### src/hdl/upi_pkg.sv
// Shared types and constants for the unicycle pose integrator.
`default_nettype none

package upi_pkg;

    localparam int unsigned CORDIC_ITERATIONS_DEF = 16;
    localparam int unsigned ATAN_DEPTH            = 24;
    localparam int unsigned ATAN_IDX_W            = 5;

    localparam logic [15:0] TIME_STEP_RESET = 16'd1311;
    localparam logic [15:0] HEADING_RESET   = 16'd57344;
    localparam logic [33:0] CORDIC_GAIN_Q30 = 34'd652032874;

    typedef enum logic [3:0] {
        S_IDLE,
        S_CORDIC,
        S_ROUND,
        S_MUL_XC,
        S_MUL_XT,
        S_MUL_YS,
        S_MUL_YT,
        S_MUL_H,
        S_HEAD,
        S_OUT
    } t_state;

    function automatic logic [31:0] atan_turn(input logic [ATAN_IDX_W-1:0] idx);
        logic [31:0] v;
        case (idx)
            5'd0:    v = 32'h20000000;
            5'd1:    v = 32'h12E4051E;
            5'd2:    v = 32'h09FB385B;
            5'd3:    v = 32'h051111D4;
            5'd4:    v = 32'h028B0D43;
            5'd5:    v = 32'h0145D7E1;
            5'd6:    v = 32'h00A2F61E;
            5'd7:    v = 32'h00517C55;
            5'd8:    v = 32'h0028BE53;
            5'd9:    v = 32'h00145F2F;
            5'd10:   v = 32'h000A2F98;
            5'd11:   v = 32'h000517CC;
            5'd12:   v = 32'h00028BE6;
            5'd13:   v = 32'h000145F3;
            5'd14:   v = 32'h0000A2FA;
            5'd15:   v = 32'h0000517D;
            5'd16:   v = 32'h000028BE;
            5'd17:   v = 32'h0000145F;
            5'd18:   v = 32'h00000A30;
            5'd19:   v = 32'h00000518;
            5'd20:   v = 32'h0000028C;
            5'd21:   v = 32'h00000146;
            5'd22:   v = 32'h000000A3;
            5'd23:   v = 32'h00000051;
            default: v = 32'h00000000;
        endcase
        return v;
    endfunction

endpackage

`default_nettype wire

### src/hdl/unicycle_pose_integrator.sv
// Unicycle pose integrator: CORDIC heading rotation and shared multiplier under one sequencer.
//
//   Channel   Dir  Handshake                     Payload (low bit first)
//   s_axis    in   s_axis_tvalid/s_axis_tready   speed[15:0], turn_rate[39:16]
//   m_axis    out  m_axis_tvalid/m_axis_tready   pos_x[31:0], pos_y[63:32], heading[79:64]
//   cfg       in   i_cfg_valid/o_cfg_ready       time_step[15:0]
//
// A request steps from acceptance through the CORDIC, rounding, multiply, heading and output states:
// one CORDIC micro-rotation per cycle, then five passes through the single 32x17 multiplier.
// The block takes no new request until the result is loaded into the output register.
// A result that is not taken holds the sequencer in its final state.
// Reset is synchronous and active low; the pose resets to the origin, heading 57344.
`default_nettype none

module unicycle_pose_integrator
    import upi_pkg::*;
#(
    parameter int unsigned CORDIC_ITERATIONS = CORDIC_ITERATIONS_DEF
) (
    input  wire logic        i_clk,
    input  wire logic        i_rst_n,
    input  wire logic        s_axis_tvalid,
    output logic             s_axis_tready,
    input  wire logic [39:0] s_axis_tdata,   // speed[15:0], turn_rate[39:16]
    output logic             m_axis_tvalid,
    input  wire logic        m_axis_tready,
    output logic [79:0]      m_axis_tdata,   // pos_x[31:0], pos_y[63:32], heading[79:64]
    input  wire logic        i_cfg_valid,
    output logic             o_cfg_ready,
    input  wire logic [15:0] i_cfg_data      // time_step[15:0]
);

    localparam int unsigned CNT_W = $clog2(CORDIC_ITERATIONS);
    localparam logic [CNT_W-1:0] LAST_ITER = CNT_W'(CORDIC_ITERATIONS - 1);

    t_state r_state, n_state;

    logic [CNT_W-1:0]   r_iter, n_iter;
    logic signed [33:0] r_cx, n_cx, r_cy, n_cy, r_cz, n_cz;
    logic               r_flip, n_flip;
    logic signed [15:0] r_cos, n_cos, r_sin, n_sin;
    logic signed [15:0] r_speed, n_speed;
    logic signed [23:0] r_rate, n_rate;
    logic signed [48:0] r_prod, n_prod;
    logic signed [31:0] r_pos_x, n_pos_x, r_pos_y, n_pos_y;
    logic [15:0]        r_heading, n_heading;
    logic [15:0]        r_dt, n_dt;
    logic               r_out_valid, n_out_valid;
    logic [79:0]        r_out_data, n_out_data;

    logic signed [31:0] w_mul_a;
    logic signed [16:0] w_mul_b;
    logic signed [48:0] w_prod;
    logic signed [48:0] w_prod_rnd;
    logic signed [25:0] w_delta;
    logic signed [31:0] w_pos_sel;
    logic signed [32:0] w_sum;
    logic signed [31:0] w_pos_sat;
    logic signed [33:0] w_x_sh, w_y_sh;
    logic signed [33:0] w_atan;
    logic signed [15:0] w_hs;
    logic signed [33:0] w_z0;
    logic [15:0]        w_dh;

    function automatic logic signed [15:0] round_q15(input logic signed [33:0] v,
                                                     input logic flip);
        logic signed [33:0] t;
        t = (v + 34'sd16384) >>> 15;
        if (flip) begin
            t = -t;
        end
        if (t > 34'sd32767) begin
            return 16'sh7FFF;
        end else if (t < -34'sd32768) begin
            return 16'sh8000;
        end
        return t[15:0];
    endfunction

    assign s_axis_tready = (r_state == S_IDLE);
    assign o_cfg_ready   = 1'b1;
    assign m_axis_tvalid = r_out_valid;
    assign m_axis_tdata  = r_out_data;

    assign w_prod     = w_mul_a * w_mul_b;
    assign w_prod_rnd = r_prod + 49'sd4194304;
    assign w_delta    = w_prod_rnd[48:23];
    assign w_pos_sel  = (r_state == S_MUL_YS) ? r_pos_x : r_pos_y;
    assign w_sum      = {w_pos_sel[31], w_pos_sel} + {{7{w_delta[25]}}, w_delta};
    assign w_pos_sat  = (w_sum[32] != w_sum[31]) ?
                        (w_sum[32] ? 32'sh80000000 : 32'sh7FFFFFFF) : w_sum[31:0];
    assign w_dh       = 16'(r_prod + 49'sd32768 >>> 16);

    assign w_x_sh = r_cx >>> r_iter;
    assign w_y_sh = r_cy >>> r_iter;
    assign w_atan = {2'b00, atan_turn(ATAN_IDX_W'(r_iter))};

    assign w_hs = r_heading;
    assign w_z0 = {{2{w_hs[15]}}, w_hs, 16'h0000};

    always_comb begin
        w_mul_a = '0;
        w_mul_b = '0;
        case (r_state)
            S_MUL_XC: begin
                w_mul_a = 32'(r_speed);
                w_mul_b = 17'(r_cos);
            end
            S_MUL_YS: begin
                w_mul_a = 32'(r_speed);
                w_mul_b = 17'(r_sin);
            end
            S_MUL_XT, S_MUL_YT: begin
                w_mul_a = r_prod[31:0];
                w_mul_b = {1'b0, r_dt};
            end
            S_MUL_H: begin
                w_mul_a = 32'(r_rate);
                w_mul_b = {1'b0, r_dt};
            end
            default: begin
                w_mul_a = '0;
                w_mul_b = '0;
            end
        endcase
    end

    always_comb begin
        n_state     = r_state;
        n_iter      = r_iter;
        n_cx        = r_cx;
        n_cy        = r_cy;
        n_cz        = r_cz;
        n_flip      = r_flip;
        n_cos       = r_cos;
        n_sin       = r_sin;
        n_speed     = r_speed;
        n_rate      = r_rate;
        n_prod      = r_prod;
        n_pos_x     = r_pos_x;
        n_pos_y     = r_pos_y;
        n_heading   = r_heading;
        n_dt        = r_dt;
        n_out_valid = r_out_valid;
        n_out_data  = r_out_data;

        if (i_cfg_valid) begin
            n_dt = i_cfg_data;
        end
        if (r_out_valid && m_axis_tready) begin
            n_out_valid = 1'b0;
        end

        case (r_state)
            S_IDLE: begin
                if (s_axis_tvalid) begin
                    n_speed = s_axis_tdata[15:0];
                    n_rate  = s_axis_tdata[39:16];
                    n_cx    = CORDIC_GAIN_Q30;
                    n_cy    = '0;
                    n_iter  = '0;
                    if (w_hs > 16'sd16384) begin
                        n_cz   = w_z0 - 34'sh080000000;
                        n_flip = 1'b1;
                    end else if (w_hs < -16'sd16384) begin
                        n_cz   = w_z0 + 34'sh080000000;
                        n_flip = 1'b1;
                    end else begin
                        n_cz   = w_z0;
                        n_flip = 1'b0;
                    end
                    n_state = S_CORDIC;
                end
            end
            S_CORDIC: begin
                if (!r_cz[33]) begin
                    n_cx = r_cx - w_y_sh;
                    n_cy = r_cy + w_x_sh;
                    n_cz = r_cz - w_atan;
                end else begin
                    n_cx = r_cx + w_y_sh;
                    n_cy = r_cy - w_x_sh;
                    n_cz = r_cz + w_atan;
                end
                if (r_iter == LAST_ITER) begin
                    n_state = S_ROUND;
                end else begin
                    n_iter = r_iter + 1'b1;
                end
            end
            S_ROUND: begin
                n_cos   = round_q15(r_cx, r_flip);
                n_sin   = round_q15(r_cy, r_flip);
                n_state = S_MUL_XC;
            end
            S_MUL_XC: begin
                n_prod  = w_prod;
                n_state = S_MUL_XT;
            end
            S_MUL_XT: begin
                n_prod  = w_prod;
                n_state = S_MUL_YS;
            end
            S_MUL_YS: begin
                n_pos_x = w_pos_sat;
                n_prod  = w_prod;
                n_state = S_MUL_YT;
            end
            S_MUL_YT: begin
                n_prod  = w_prod;
                n_state = S_MUL_H;
            end
            S_MUL_H: begin
                n_pos_y = w_pos_sat;
                n_prod  = w_prod;
                n_state = S_HEAD;
            end
            S_HEAD: begin
                n_heading = r_heading + w_dh;
                n_state   = S_OUT;
            end
            S_OUT: begin
                if (!r_out_valid || m_axis_tready) begin
                    n_out_valid = 1'b1;
                    n_out_data  = {r_heading, r_pos_y, r_pos_x};
                    n_state     = S_IDLE;
                end
            end
            default: begin
                n_state = S_IDLE;
            end
        endcase
    end

    always_ff @(posedge i_clk) begin
        if (!i_rst_n) begin
            r_state     <= S_IDLE;
            r_pos_x     <= '0;
            r_pos_y     <= '0;
            r_heading   <= HEADING_RESET;
            r_dt        <= TIME_STEP_RESET;
            r_out_valid <= 1'b0;
        end else begin
            r_state     <= n_state;
            r_pos_x     <= n_pos_x;
            r_pos_y     <= n_pos_y;
            r_heading   <= n_heading;
            r_dt        <= n_dt;
            r_out_valid <= n_out_valid;
        end
    end

    always_ff @(posedge i_clk) begin
        r_iter     <= n_iter;
        r_cx       <= n_cx;
        r_cy       <= n_cy;
        r_cz       <= n_cz;
        r_flip     <= n_flip;
        r_cos      <= n_cos;
        r_sin      <= n_sin;
        r_speed    <= n_speed;
        r_rate     <= n_rate;
        r_prod     <= n_prod;
        r_out_data <= n_out_data;
    end

    a_accept_starts_cordic: assert property (@(posedge i_clk) disable iff (!i_rst_n)
        (s_axis_tvalid && s_axis_tready) |=> (r_state == S_CORDIC && r_iter == '0))
        else $error("accepted request did not start the rotation sequence");

    a_heading_only_in_head: assert property (@(posedge i_clk) disable iff (!i_rst_n)
        (r_state != S_HEAD) |=> $stable(r_heading))
        else $error("heading changed outside its update step");

    a_valid_rises_from_out: assert property (@(posedge i_clk) disable iff (!i_rst_n)
        $rose(r_out_valid) |-> ($past(r_state) == S_OUT && r_state == S_IDLE))
        else $error("result appeared without finishing the sequence");

    a_pos_x_only_in_step: assert property (@(posedge i_clk) disable iff (!i_rst_n)
        (r_state != S_MUL_YS) |=> $stable(r_pos_x))
        else $error("x position changed outside its update step");

endmodule

`default_nettype wire
### config.mk
export PLATFORM = sky130hd
export DESIGN_NAME = unicycle_pose_integrator
export DESIGN_NICKNAME = d
export VERILOG_FILES = /design/src/hdl/upi_pkg.sv /design/src/hdl/unicycle_pose_integrator.sv
export SDC_FILE = /design/constraint.sdc
export NUM_CORES = 2
export LEC_CHECK = 0
export BUFFER_PORTS_ARGS = -buffer_cell sky130_fd_sc_hd__buf_2
export CAP_MARGIN = 20
export CORE_UTILIZATION = 45
export DETAILED_ROUTE_END_ITERATION = 6
export MAX_ROUTING_LAYER = met4
export PLACE_DENSITY = 0.71
export SETUP_SLACK_MARGIN = 0.3
export SYNTH_ARGS = -nofsm -noshare
export SYNTH_HDL_FRONTEND = slang
export SYNTH_SLANG_ARGS = --single-unit
### constraint.sdc
create_clock -name i_clk -period 23.2 [get_ports i_clk]
set_clock_uncertainty 0.1 [all_clocks]
set_input_delay 1.16 -clock i_clk [delete_from_list [all_inputs] [get_ports i_clk]]
set_output_delay 1.16 -clock i_clk [all_outputs]
set_load 0.03 [all_outputs]
== After elaboration in Yosys (flattened, before gate mapping) ==
Memory sizes are Yosys's and may differ from the RTL's. A register that Yosys moved wholly into a read port is not among the register bits.
Index checks and enable logic that the tools add are counted.
Word-level totals
  logic and storage cells: 117
  ROM bits: 480
  memories: 1
  register bits after elaboration: 409
  output and inout port bits: 83
Cells by class
  shift operators: 2
  equal/unequal tests: 15
  multiply operators: 1
  add/sub/neg operators: 17
  reductions and logical operators: 14
  mux-type cells: 44
  $lt $le $gt $ge: 6
Memories
  (no name shown): depth 16, bits a word 30, rd ports 1, clocked after Yosys merged registers in 1, wr ports 0, line upi_pkg.sv:29  | case (idx)
Operators by type and width (number)
  2-to-1 mux 34 bit: 12
  one-hot mux 34 bit (2 select lines): 3
  2-to-1 mux 16 bit: 6
  2-to-1 mux 32 bit: 3
  one-hot mux 32 bit (3 select lines): 1
  adder 34 x 16 -> 34 bit, second input constant: 2
  adder 34 bit: 2
  greater-than comparator 34 x 16 -> 1 bit, second input constant: 2
  < comparator 34 x 16 -> 1 bit, second input constant: 2
  negator 19 -> 34 bit: 2
  >>> shifter 34 x 4 -> 34 bit: 2
  subtractor 34 bit: 2
  one-hot mux 17 bit (3 select lines): 1
  adder 49 x 24 -> 49 bit, second input constant: 1
  multiplier 32 x 17 -> 49 bit: 1
  one-hot mux 4 bit (10 select lines): 1
  adder 32 x 33 -> 34 bit, second input constant: 1
  adder 34 x 33 -> 34 bit: 1
  subtractor 32 x 33 -> 34 bit, second input constant: 1
  subtractor 34 x 33 -> 34 bit: 1
  adder 32 x 26 -> 33 bit: 1
  adder 32 x 17 -> 32 bit, second input constant: 1
  2-to-1 mux 4 bit: 6
  adder 16 bit: 1
  21 further kinds: 43

== Depth between registers and ports, before layout ==
  depth in word-level cells: 9
  gate-level depth with buffers: 36

== Worst setup path before layout ==
OpenSTA, ideal clock, no wires.
  path kind: reg2reg
  start: register r_state[0]
  end: register r_prod[48] (data pin)
  required time: 22.893 ns
  arrival: 8.192 ns
  cell stages (with the launch flop): 33
  clock period less this slack: 8.499 ns
  setup slack: 14.701 ns
  path through: dfxtp_1 -> buf_2 -> nor2b_1 -> nor3b_1 -> or2_2 -> buf_2 -> clkbuf_1 -> nand2_1 -> and2_1 -> clkbuf_1 -> nor2_1 -> fa_1 -> inv_1 -> fa_1 -> fa_1 -> inv_1 -> fa_1 -> fa_1 -> inv_1 -> fa_1 -> inv_1 -> ha_1 -> clkbuf_1 -> nand3_1 -> nor4_1 -> o311ai_0 -> and3b_1 -> nor4_1 -> o21bai_1 -> a21o_1 -> o31ai_1 -> mux2i_1 -> a2111oi_0
On the way
  longest elaborated chain between the ends: 4
  elaborated cells on any way between the ends: 11
RTL lines
  start: declaration: line unicycle_pose_integrator.sv:36  | t_state r_state, n_state;
  start signal: assignment: line unicycle_pose_integrator.sv:244  | r_state <= n_state;
  == test 4 x 3 -> 1 bit or == test 4 x 2 -> 1 bit (tied branches): line unicycle_pose_integrator.sv:104  | case (r_state)
  OR reduction 3 bit (no source line) or OR reduction 2 bit (tied branches)
  one-hot mux 17 bit (3 select lines) or one-hot mux 32 bit (3 select lines) (tied branches): line unicycle_pose_integrator.sv:104
  multiplier 32 x 17 -> 49 bit (*): line unicycle_pose_integrator.sv:85  | assign w_prod = w_mul_a * w_mul_b;
  via w_prod[48]: line unicycle_pose_integrator.sv:53  | logic signed [48:0] w_prod;
  end signal: assignment: line unicycle_pose_integrator.sv:263  | r_prod <= n_prod;
  end: declaration: line unicycle_pose_integrator.sv:44  | logic signed [48:0] r_prod, n_prod;
The timed path passes the listed nets; every way through them passes the cells marked *.
A chain may end at the register's enable or synchronous reset.

== Worst setup path after layout ==
Ends and elaborated chain as after synthesis.

==> run_summary.xml <==
<?xml version="1.0" encoding="UTF-8"?>
<metrics>
  <group name="clock_network">
    <metric name="clk_pin_slew" unit="ns">0.06</metric>
    <metric name="cts.htree.levels" unit="">2</metric>
    <metric name="cts_buffers" unit="">51</metric>
    <metric name="post_cts.resized_instances" unit="">0</metric>
    <metric name="clock-sinks" unit="">439</metric>
    <metric name="cts_tree" unit="">done</metric>
    <metric name="cts_buffer_depth" unit="">3</metric>
    <metric name="insertion_delay" unit="ns">0.68</metric>
    <metric name="clk_root_buffer_cell" unit="">clkbuf_16</metric>
    <metric name="post_cts_buffers" unit="">0</metric>
    <metric name="hold_buffers" unit="">0</metric>
  </group>
  <group name="timing">
    <metric name="finalSetupViolCount" unit="">0</metric>
    <metric name="timing_limited_maximum_frequency" unit="MHz">93.3</metric>
    <metric name="final-max-slew-violation-count" unit="">0</metric>
    <metric name="relSlewSlack" unit="%">15.4</metric>
    <metric name="rsz0062_at_grt" unit="">no</metric>
    <metric name="hold_violations" unit="">0</metric>
    <metric name="final_period_minus_worst_setup_slack" unit="ns">10.72</metric>
    <metric name="hold_ws" unit="ns">0.356</metric>
    <metric name="setup_tns" unit="ns">0</metric>
    <metric name="final_worst_path_period_share" unit="%">46.2</metric>
    <metric name="worstMarginPinSlew" unit="ns">1.27</metric>
  </group>
  <group name="synth">
    <metric name="cell_with_the_most_instances_after_synthesis" unit="">inv_1</metric>
    <metric name="seq_area_frac_synth" unit="%">23.4</metric>
    <metric name="postSynthRegisterBits" unit="">439</metric>
    <metric name="synth_top_cells_by_count" unit="">inv_1, nand2_1, nor2_1</metric>
    <metric name="syn_inst" unit="">5571</metric>
    <metric name="synth-main-ff-cell" unit="">edfxtp_1</metric>
    <metric name="async_flop_share" unit="%">0</metric>
    <metric name="synth_top_cells_by_area" unit="">fa_1, edfxtp_1, ha_1</metric>
    <metric name="ys.warnings.count" unit="">0</metric>
    <metric name="synth_top_cell_area_share" unit="%">20.8</metric>
    <metric name="synth.net_count" unit="">6436</metric>
    <metric name="netlist_area_before_placement" unit="mm^2">0.0507</metric>
    <metric name="yosysTopAreaCell" unit="">fa_1</metric>
    <metric name="yosys.cell_types.count" unit="">102</metric>
    <metric name="post_synth.cell_area_avg" unit="um^2">9.11</metric>
    <metric name="synth_enable_flop_cells" unit="">308</metric>
  </group>
  <group name="worst_setup_path">
    <metric name="launching_element_type_of_the_critical_path" unit="">register</metric>
    <metric name="r2r.worst_path.cells" unit="">29</metric>
    <metric name="worst_ep_required_time" unit="ns">23.52</metric>
    <metric name="crit_path_start" unit="">r_state[0]$_SDFFE_PN0P_</metric>
    <metric name="critical-path-top-delay-family" unit="">simple AND/OR/NAND/NOR gates</metric>
    <metric name="critPathArrivalTime" unit="ns">11.04</metric>
    <metric name="worst_r2r_endpoint" unit="">r_prod[48]$_DFFE_PP_</metric>
    <metric name="worst-setup-path-type" unit="">reg2reg</metric>
    <metric name="crit_path_max_fanout" unit="">33</metric>
    <metric name="critical_path_end" unit="">r_prod[48]$_DFFE_PP_</metric>
    <metric name="worstReg2RegStart" unit="">r_state[0]$_SDFFE_PN0P_</metric>
    <metric name="critical_path_capture_point_type" unit="">register</metric>
    <metric name="critPathBufInv" unit="">5</metric>
    <metric name="worst-path-stages" unit="">29</metric>
    <metric name="ff2ff_setup_slack" unit="ns">12.48</metric>
    <metric name="max_stage_delay" unit="ns">0.73</metric>
    <metric name="cp_slowest_cell" unit="">nor4_1</metric>
    <metric name="critical-path-top-cell-by-count" unit="">fa_1</metric>
  </group>
  <group name="power_and_ir_drop">
    <metric name="worst_ir_drop_vdd" unit="mV">0.136</metric>
    <metric name="powerDensity" unit="mW/mm^2">85.1</metric>
    <metric name="total_leakage_power" unit="nW">24.2</metric>
  </group>
  <group name="die">
    <metric name="floorplan.core_area" unit="mm^2">0.111</metric>
    <metric name="start_util" unit="%">45.6</metric>
    <metric name="overall_die_height" unit="um">338</metric>
    <metric name="rows" unit="">122</metric>
    <metric name="pin_count" unit="">144</metric>
    <metric name="dieArea" unit="mm^2">0.114</metric>
    <metric name="die_w" unit="um">338</metric>
  </group>
  <group name="routing">
    <metric name="drt_pass1_iterations" unit="">7</metric>
    <metric name="routedWlPerCell" unit="um">20.2</metric>
    <metric name="detail-route-antenna-nets" unit="">0</metric>
    <metric name="detail_route.wirelength" unit="um">143000</metric>
    <metric name="initialDrtViolationCount" unit="">4239</metric>
    <metric name="vias_per_cell" unit="">5.79</metric>
    <metric name="dr_total_vias" unit="">41000</metric>
    <metric name="drc" unit="">0</metric>
  </group>
  <group name="global_routing">
    <metric name="pin_count_of_the_biggest_net_entering_global_routing" unit="">89</metric>
    <metric name="groute.usage.overall" unit="%">25.9</metric>
    <metric name="grt_pass1_vias" unit="">40400</metric>
    <metric name="globalRouteOverflowTotal" unit="">0</metric>
    <metric name="grt_first_pass_wirelength" unit="um">225000</metric>
    <metric name="antenna_found_initial" unit="">4</metric>
  </group>
  <group name="job">
    <metric name="max-cap-violations" unit="">0</metric>
  </group>
  <group name="final_layout">
    <metric name="finish.utilization" unit="%">48.9</metric>
    <metric name="drive_gt1_share" unit="%">9.04</metric>
    <metric name="layout-area-overhead-vs-synth" unit="%">7.31</metric>
    <metric name="layout.nets" unit="">6410</metric>
  </group>
  <group name="placed_design">
    <metric name="finalWeightedCongestion" unit="">0.978</metric>
    <metric name="numPortBuffers" unit="">142</metric>
    <metric name="dp_hpwl" unit="um">111000</metric>
  </group>
  <group name="outcome">
    <metric name="outcome" unit="">finished clean</metric>
  </group>
  <group name="min_path">
    <metric name="hold_path.class" unit="">reg2reg</metric>
  </group>
</metrics>
cells by family after synthesis:
| group | count (synthesis) | share of synthesized area, % |
|---|---|---|
| xor+xnor | 358 | 6.18 |
| buf+inv | 941 | 7.25 |
| simple gates | 1744 | 15.5 |
| fa+ha+maj | 822 | 28.0 |
| compound gates | 1053 | 13.5 |
| flops | 439 | 23.4 |
| other cells | 1 | 0.00739 |
| mux | 213 | 6.27 |
state kept, by name, indices dropped and copies added, names as in the netlist, 24 cells and up:
signal,cells
m_axis_tdata,80
r_cx,34
r_cy,34
r_cz,34
r_pos_x,32
r_pos_y,32
r_prod,49
r_rate,24
w_atan,30
worst min path at each step:
| stage | from | end | slack (ns) | depth (start not counted) |
|---|---|---|---|---|
| 2_1_floorplan | r_pos_x[0]$_SDFFE_PN0N_ | m_axis_tdata[0]$_DFFE_PP_ | 0.32 | 0 |
| 3_3_place_gp | r_pos_x[25]$_SDFFE_PN0N_ | m_axis_tdata[25]$_DFFE_PP_ | 0.34 | 0 |
| 3_5_place_dp | r_pos_x[0]$_SDFFE_PN0N_ | m_axis_tdata[0]$_DFFE_PP_ | 0.34 | 0 |
| 4_1_cts | r_pos_x[3]$_SDFFE_PN0N_ | m_axis_tdata[3]$_DFFE_PP_ | 0.36 | 0 |
| 5_1_grt | r_pos_x[25]$_SDFFE_PN0N_ | m_axis_tdata[25]$_DFFE_PP_ | 0.37 | 0 |
| 6_report | r_pos_x[29]$_SDFFE_PN0N_ | m_axis_tdata[29]$_DFFE_PP_ | 0.36 | 0 |
layout by cell type (no fill, tap or decap), types with 50 or more instances in the layout:
| cell type | Yosys | routed |
|---|---|---|
| buf_4 | 15 | 54 |
| edfxtp_1 | 308 | 308 |
| nand3_1 | 60 | 60 |
| and3_1 | 50 | 50 |
| mux2_2 | 75 | 75 |
| xor2_1 | 143 | 143 |
| fa_1 | 526 | 526 |
| xnor2_1 | 215 | 215 |
| nor3_1 | 67 | 67 |
| and2_1 | 58 | 57 |
| nor2_1 | 615 | 612 |
| a21o_1 | 117 | 117 |
| ha_1 | 278 | 278 |
| a21oi_1 | 284 | 283 |
| clkbuf_16 | 0 | 53 |
| nand2b_1 | 57 | 55 |
| inv_1 | 659 | 659 |
| buf_2 | 35 | 142 |
| o21ai_0 | 216 | 216 |
| dfxtp_1 | 131 | 131 |
| nand2_1 | 632 | 631 |
| mux4_2 | 66 | 66 |
| mux2i_1 | 64 | 64 |
routing by layer:
layer  up-vias  GRT usage [%]  part of all wire (%)
li1      18800              -                     -
met1     20200           33.9                    42
met2      1718           40.8                    46
met3       283           4.31                   8.4
met4         0           8.43                   3.3
met5         -              -                     0
worst reg2reg max path, delay by kind of cell, from the launching register on:
family,cells,cell delay [ns]
buf+inv,5,0.62
flops,1,0.57
compound gates,6,1.87
mux,1,0.14
fa+ha+maj,7,3.37
simple gates,10,3.82
layout make-up:
class | count | area, um^2
flip-flops and latches | 439 | 11900
repair buffers | 199 | 1170
fillers | 10400 | 56800
diodes | 1 | 2.50
inverters | 663 | 2490
multi-input cells | 4191 | 35300
clock inverters | 39 | 415
well taps | 1488 | 1860
clock buffers | 57 | 1370
per-stage QoR:
stage / cell area, um^2 / instances / setup WS (ns) / power [mW]
2_1_floorplan: 50700 / 5571 / 14.70 / 3.19
3_5_place_dp: 52600 / 6977 / 12.63 / 3.74
5_1_grt: 54400 / 7077 / 11.97 / 4.98
4_1_cts: 54400 / 7073 / 12.53 / 4.62
3_3_place_gp: 52600 / 6977 / 13.11 / 3.70
6_report: 54400 / 7077 / 12.48 / 4.63
power breakdown:
| group | total, mW | internal [mW] | switching, mW |
|---|---|---|---|
| registers | 1.23 | 1.01 | 0.222 |
| clock network | 0.854 | 0.472 | 0.383 |
| logic | 2.55 | 1.10 | 1.46 |
(Power assumes the default switching activity.)
